--- config.mk ---
export PLATFORM = sky130hd
export DESIGN_NAME = sdus_front
export DESIGN_NICKNAME = d
export VERILOG_FILES = /design/src/sv/sdus_pkg.sv /design/src/sv/sdus_front.sv
export SDC_FILE = /design/constraint.sdc
export NUM_CORES = 1
export LEC_CHECK = 0
export BUFFER_PORTS_ARGS = -buffer_cell sky130_fd_sc_hd__clkbuf_2
export CAP_MARGIN = 20
export CORE_MARGIN = 2
export CORE_UTILIZATION = 52
export DETAILED_ROUTE_END_ITERATION = 8
export PLACE_DENSITY = 0.79
export SETUP_SLACK_MARGIN = 0.4
export SYNTH_ARGS = -nofsm -noshare
export SYNTH_HDL_FRONTEND = slang
export SYNTH_SLANG_ARGS = --single-unit
--- constraint.sdc ---
create_clock -name clk_i -period 5.55 [get_ports clk_i]
set_clock_uncertainty 0.05 [all_clocks]
set_input_delay 0.555 -clock clk_i [delete_from_list [all_inputs] [get_ports clk_i]]
set_output_delay 0.555 -clock clk_i [all_outputs]
set_load 0.02 [all_outputs]
--- src/sv/sdus_pkg.sv ---
package sdus_pkg;

  localparam int unsigned MaxNeighbours = 16;
  localparam int unsigned CoordW = 24;
  localparam logic [15:0] StepReset = 16'd4096;
  localparam int unsigned QueueDepth = 2;

  typedef enum logic {
    KIND_CENTRE = 1'b0,
    KIND_NEIGH  = 1'b1
  } kind_e;

  // one classified input word
  typedef struct packed {
    kind_e             kind;
    logic              border;
    logic              last;
    logic [CoordW-1:0] pos_x;
    logic [CoordW-1:0] pos_y;
    logic [CoordW-1:0] pos_z;
  } cmd_t;

  // result flags, highest bit first; kept is bit 0 on the port
  typedef struct packed {
    logic overflow;
    logic kept;
  } res_flags_t;

endpackage

--- src/sv/sdus_front.sv ---
module sdus_front (
  input  logic                clk_i,
  input  logic                rst_ni,
  input  logic                in_valid_i,
  output logic                in_ready_o,
  input  logic [71:0]         in_data_i,
  input  logic [1:0]          in_user_i,
  input  logic                in_last_i,
  output logic                cmd_valid_o,
  output sdus_pkg::cmd_t      cmd_o,
  input  logic                cmd_pop_i
);

  sdus_pkg::cmd_t q_mem [sdus_pkg::QueueDepth];
  logic           wr_ptr_q, rd_ptr_q;
  logic [1:0]     cnt_q;
  sdus_pkg::cmd_t cmd_in;
  logic           push, pop;

  // decode the incoming word into a command
  always_comb begin
    cmd_in.kind   = in_user_i[0] ? sdus_pkg::KIND_NEIGH : sdus_pkg::KIND_CENTRE;
    cmd_in.border = in_user_i[1];
    cmd_in.last   = in_last_i;
    cmd_in.pos_x  = in_data_i[23:0];
    cmd_in.pos_y  = in_data_i[47:24];
    cmd_in.pos_z  = in_data_i[71:48];
  end

  assign in_ready_o  = (cnt_q != 2'(sdus_pkg::QueueDepth));
  assign push        = in_valid_i && in_ready_o;
  assign cmd_valid_o = (cnt_q != 2'd0);
  assign pop         = cmd_pop_i && cmd_valid_o;
  assign cmd_o       = q_mem[rd_ptr_q];

  always_ff @(posedge clk_i) begin
    if (push) begin
      q_mem[wr_ptr_q] <= cmd_in;
    end
  end

  always_ff @(posedge clk_i or negedge rst_ni) begin
    if (!rst_ni) begin
      wr_ptr_q <= 1'b0;
      rd_ptr_q <= 1'b0;
      cnt_q    <= 2'd0;
    end else begin
      if (push) wr_ptr_q <= ~wr_ptr_q;
      if (pop)  rd_ptr_q <= ~rd_ptr_q;
      case ({push, pop})
        2'b10:   cnt_q <= cnt_q + 2'd1;
        2'b01:   cnt_q <= cnt_q - 2'd1;
        default: cnt_q <= cnt_q;
      endcase
    end
  end

endmodule

=== Word level (Yosys, flattened, before mapping) ===
Memory sizes are Yosys's and may differ from the RTL's.
Cells that the tools add are included.

* Register bits: 4
* Memory bits (writable): 150
* Input bits: 79
* Output and inout bits: 77
* Memories: 1

{| class="wikitable"
|+ Memories
! memory !! words !! width !! read ports !! clocked after Yosys merged registers in !! write ports !! RTL line !! RTL
|-
| q_mem || 2 || 75 || 1 || 0 || 1 || sdus_front.sv:14 || <nowiki>sdus_pkg::cmd_t q_mem [sdus_pkg::QueueDepth];</nowiki>
|}

* $add $sub $neg: 2
* Eq/ne operators: 3
* Multiplexer cells: 4
* Bitwise gates (word level): 2
* Reductions and logical operators: 4

{| class="wikitable"
|+ Operator list
! kind !! count
|-
| $pmux 2 s2 || 1
|-
| $reduce_bool 2->1 || 2
|-
| $mux 1 || 3
|-
| $add 2x1->2 const B || 1
|-
| $eq 2x1->1 const B || 1
|-
| $eq 2x2->1 const B || 1
|-
| $logic_and 1x1->1 || 2
|-
| $ne 2x2->1 const B || 1
|-
| $not 1->1 || 2
|-
| $sub 2x1->2 const B || 1
|}

=== Depth between registers and ports, before layout ===
* Depth in word-level cells: 4
* Mapped depth: 6
* Mapped depth without buffers: 6

=== Worst setup path after synthesis ===
No wires, ideal clock.

* Path type: register to register
* Start point: reg cnt_q[0]
* End point: mem q_mem[0][0] (netlist bit) (enable)
* Setup time: 0.509 ns
* Data arrival time: 3.937 ns
* Slack: 1.055 ns
* Cell stages (with the launch flop): 4
* Path buffers: 0
* Period minus slack after synthesis: 4.495 ns
* Path through: dfrtp_1 -> nand2b_1 -> nand2_1 -> nor2_1

* Cells in the longest elaborated chain, start to end: 4

{| class="wikitable"
|+ RTL lines
! item !! RTL line !! RTL
|-
| start: declaration || sdus_front.sv:16 || <nowiki>logic [1:0] cnt_q;</nowiki>
|-
| start signal: assignment || sdus_front.sv:51 || <nowiki>2'b10: cnt_q <= cnt_q + 2'd1;</nowiki>
|-
| start signal: assignment || sdus_front.sv:52 || <nowiki>2'b01: cnt_q <= cnt_q - 2'd1;</nowiki>
|-
| start signal: assignment || sdus_front.sv:53 || <nowiki>default: cnt_q <= cnt_q;</nowiki>
|-
| $ne 2x2->1 || sdus_front.sv:30 || <nowiki>assign in_ready_o = (cnt_q != 2'(sdus_pkg::QueueDepth));</nowiki>
|-
| net in_ready_o || sdus_front.sv:5 || <nowiki>output logic in_ready_o,</nowiki>
|-
| $logic_and 1x1->1 || sdus_front.sv:31 || <nowiki>assign push = in_valid_i && in_ready_o;</nowiki>
|-
| $mux 1 || sdus_front.sv:37 || <nowiki>if (push) begin</nowiki>
|-
| $mux 1 (not written as such) || sdus_front.sv:38 || <nowiki>q_mem[wr_ptr_q] <= cmd_in;</nowiki>
|-
| end: declaration || sdus_front.sv:14 ||
|}

The timed path passes the listed nets, and every way through them passes these cells.

==> results_dict.tcl <==
set metrics [dict create \
    grt_overflow_total 0 \
    max-vdd-ir-drop_uv 452.0 \
    cp-end-kind "output port" \
    critical_path.startpoint_type "flop" \
    die_y_um 109.3 \
    final_nets 499 \
    synth_area_per_cell_um2 23.05 \
    seq_area_frac_synth_pct 79.91 \
    yosys-top-cells-count "edfxtp_1, mux2_4, mux2_2, buf_6, dfrtp_1" \
    grt_usage_pct 15.75 \
    synth_area_um2 5762 \
    first_global_vias 2875 \
    nFillCells 736 \
    arrival_ps 2590 \
    yosysWarnings 0 \
    synth-edff-count 150 \
    clockBufferDepth 2 \
    whs_path_depth 1 \
    area_growth_syn_to_layout_pct 25.99 \
    cts_sinks 154 \
    grt_max_degree 76 \
    hold_violations 0 \
    ant_nets 0 \
    relSlewSlack_pct 29.31 \
    antenna_found_initial 0 \
    hpwl_mm 6.074 \
    setup_viol 0 \
    die_w_um 109.3 \
    min_path_type "input port to flop" \
    grt_pass1_wl_mm 13.68 \
    synth.most_common_cell "edfxtp_1" \
    rsz0062_at_grt "no" \
    routedWlPerCell_um 16.44 \
    drive_gt1_share_pct 61.48 \
    syn_nets 330 \
    setup_tns_ps 0 \
    synthFlopType "edfxtp_1" \
    drt-total-wl_mm 9.386 \
    die-area_um2 11940 \
    design_area_um2 7259 \
    root_buffer "clkbuf_8" \
    tightestPinTransition_ps 1060 \
    gp_congestion 0.7044 \
    yosysTopAreaCellShare_pct 78.18 \
    clock_latency_ps 510 \
    clock.fmax_ghz 0.3131 \
    p_leak_nw 2.874 \
    p_per_area_nw_per_um2 567.0 \
    cpMaxStageDelayCell "dfrtp_4" \
    postSynthCellCount 250 \
    slew_violations 0 \
    status "finished, final reports clean" \
    r2r_cells 4 \
    worst-path-max-fanout 43 \
    comb_power_share_pct 31.0 \
    total_power_mw 4.116 \
    numCtsBuffers 17 \
    slowest_delay_ps 860 \
    p_clk_share_pct 26.7 \
    crit_required_ps 4950 \
    synth_seq_cells 154 \
    initial_utilization_pct 53.15 \
    clk_pin_slew_ps 60 \
    io_buffers 155 \
    yosys.area.top_type "edfxtp_1" \
    via_count 2853 \
    fin_crit_ps 3194 \
    path_cells "buf_4 > mux2_2 > clkbuf_2" \
    rows 38 \
    tritoncts "built" \
    routed_via_density 4.996 \
    antenna_cells 0 \
    p_sw_mw 1.281 \
    switching_share_pct 31.11 \
    synth_cell_types 16 \
    criticalPathCategory "flop to output port" \
    drc 0 \
    first_pass_iters 5 \
    finalCritPeriodShare_pct 57.54 \
    htreeDepth 4 \
    power_frac_seq_pct 42.2 \
    async_flop_share_pct 2.597 \
    place_area_um2 6676 \
    yosys-top-cells-area "edfxtp_1, mux2_4, mux2_2" \
    internal_power_mw 2.835 \
    max_cap_violations 0 \
    coreArea_um2 10840 \
    drtIter0Drc 155 \
    io_pins 156 \
]
-- power by group through the flow --
stage	Combinational, mW	Sequential (mW)	Clock, mW
after floorplan	1.02	1.69	0
after global placement	1.28	1.75	0
final	1.28	1.74	1.10
after CTS	1.30	1.74	1.13
after global routing	1.36	1.77	1.18
after detailed placement	1.30	1.77	0
-- cell families after synthesis --
kind of cell,after synthesis,synth area share (%)
flip-flops,154,79.91
multiplexers,75,17.26
buffers and inverters,8,1.173
AND/OR/NAND/NOR,7,0.6734
XOR/XNOR,5,0.7602
adder cells (fa/ha/maj),1,0.2171
-- layer usage --
layer / wire [um] / part of all wire (%) / vias up / GRT usage (%)
met1: 3826 / 41 / 1380 / 19.33
met4: 119 / 1.3 / 0 / 5.425
met5: 0 / 0 / - / 0
met3: 807 / 8.6 / 11 / 6.515
met2: 4633 / 49 / 126 / 25.38
li1: - / - / 1336 / -
-- flip-flops by register name, indices dropped and copies added (netlist names) --
name and count:
cnt_q 2, q_mem 150, rd_ptr_q 1, wr_ptr_q 1
-- final cells by class --
cell class / count / area, um2 / share of cell area, %
Clock inverter: 12 / 151.4 / 2.085
Sequential cell: 154 / 4608 / 63.48
Timing Repair Buffer: 158 / 800.8 / 11.03
Clock buffer: 19 / 421.7 / 5.808
Multi-Input combinational cell: 88 / 1102 / 15.18
Tap cell: 140 / 175.2 / 2.413
-- cell usage in the layout (no fill, tap or decap), drive strengths merged --
cell type	n
clkbuf	174
edfxtp	150
mux2	75
clkinv	5
clkinvlp	4
dfrtp	4
xnor2	3
bufinv	3
xor2	2
buf	2
nor2	2
or2	1
and2	1
nand2b	1
nand2	1
and3	1
ha	1
dlygate4sd3	1
-- per-stage QoR --
step / setup slack (ps) / hold WS [ps] / utilization [%] / std cells
finish: 2356 / 180.5 / 66.97 / 571
global route: 2221 / 148.6 / 66.97 / 571
CTS: 2312 / 156.1 / 66.97 / 571
detailed placement: 2820 / 323.3 / 61.59 / 539
global placement: 2904 / 318.0 / 61.59 / 539
floorplan: 1055 / 209.4 / - / 250
-- worst paths after layout --
kind / from / to / slack, ps
setup / recovery: rd_ptr_q / cmd_o[18] / 2360
hold / removal: in_data_i[58] / q_mem[0][10] / 180
setup reg to reg: cnt_q[0] / q_mem[0][58] / 2930
hold reg to reg: cnt_q[1] / cnt_q[1] / 440
max in group asynchronous: rst_ni / rd_ptr_q / 4970
min in group asynchronous: rst_ni / cnt_q[1] / 330
-- worst max-delay path: cells and delay by family, from the launching register on --
kind,cells,cell delay [ps]
buf+inv,2,740
mux,1,410
flops,1,860
-- what timing repair did --
| item | in CTS | in global routing |
|---|---|---|
| endpoints found under the hold margin | 4 | 0 |
| endpoints found under the setup margin | 0 | 0 |
| resized for setup | 0 | 0 |
| buffers inserted | 0 | 0 |
| hold buffers | 1 | 0 |
Note: power is estimated with default switching activity, not from simulation.
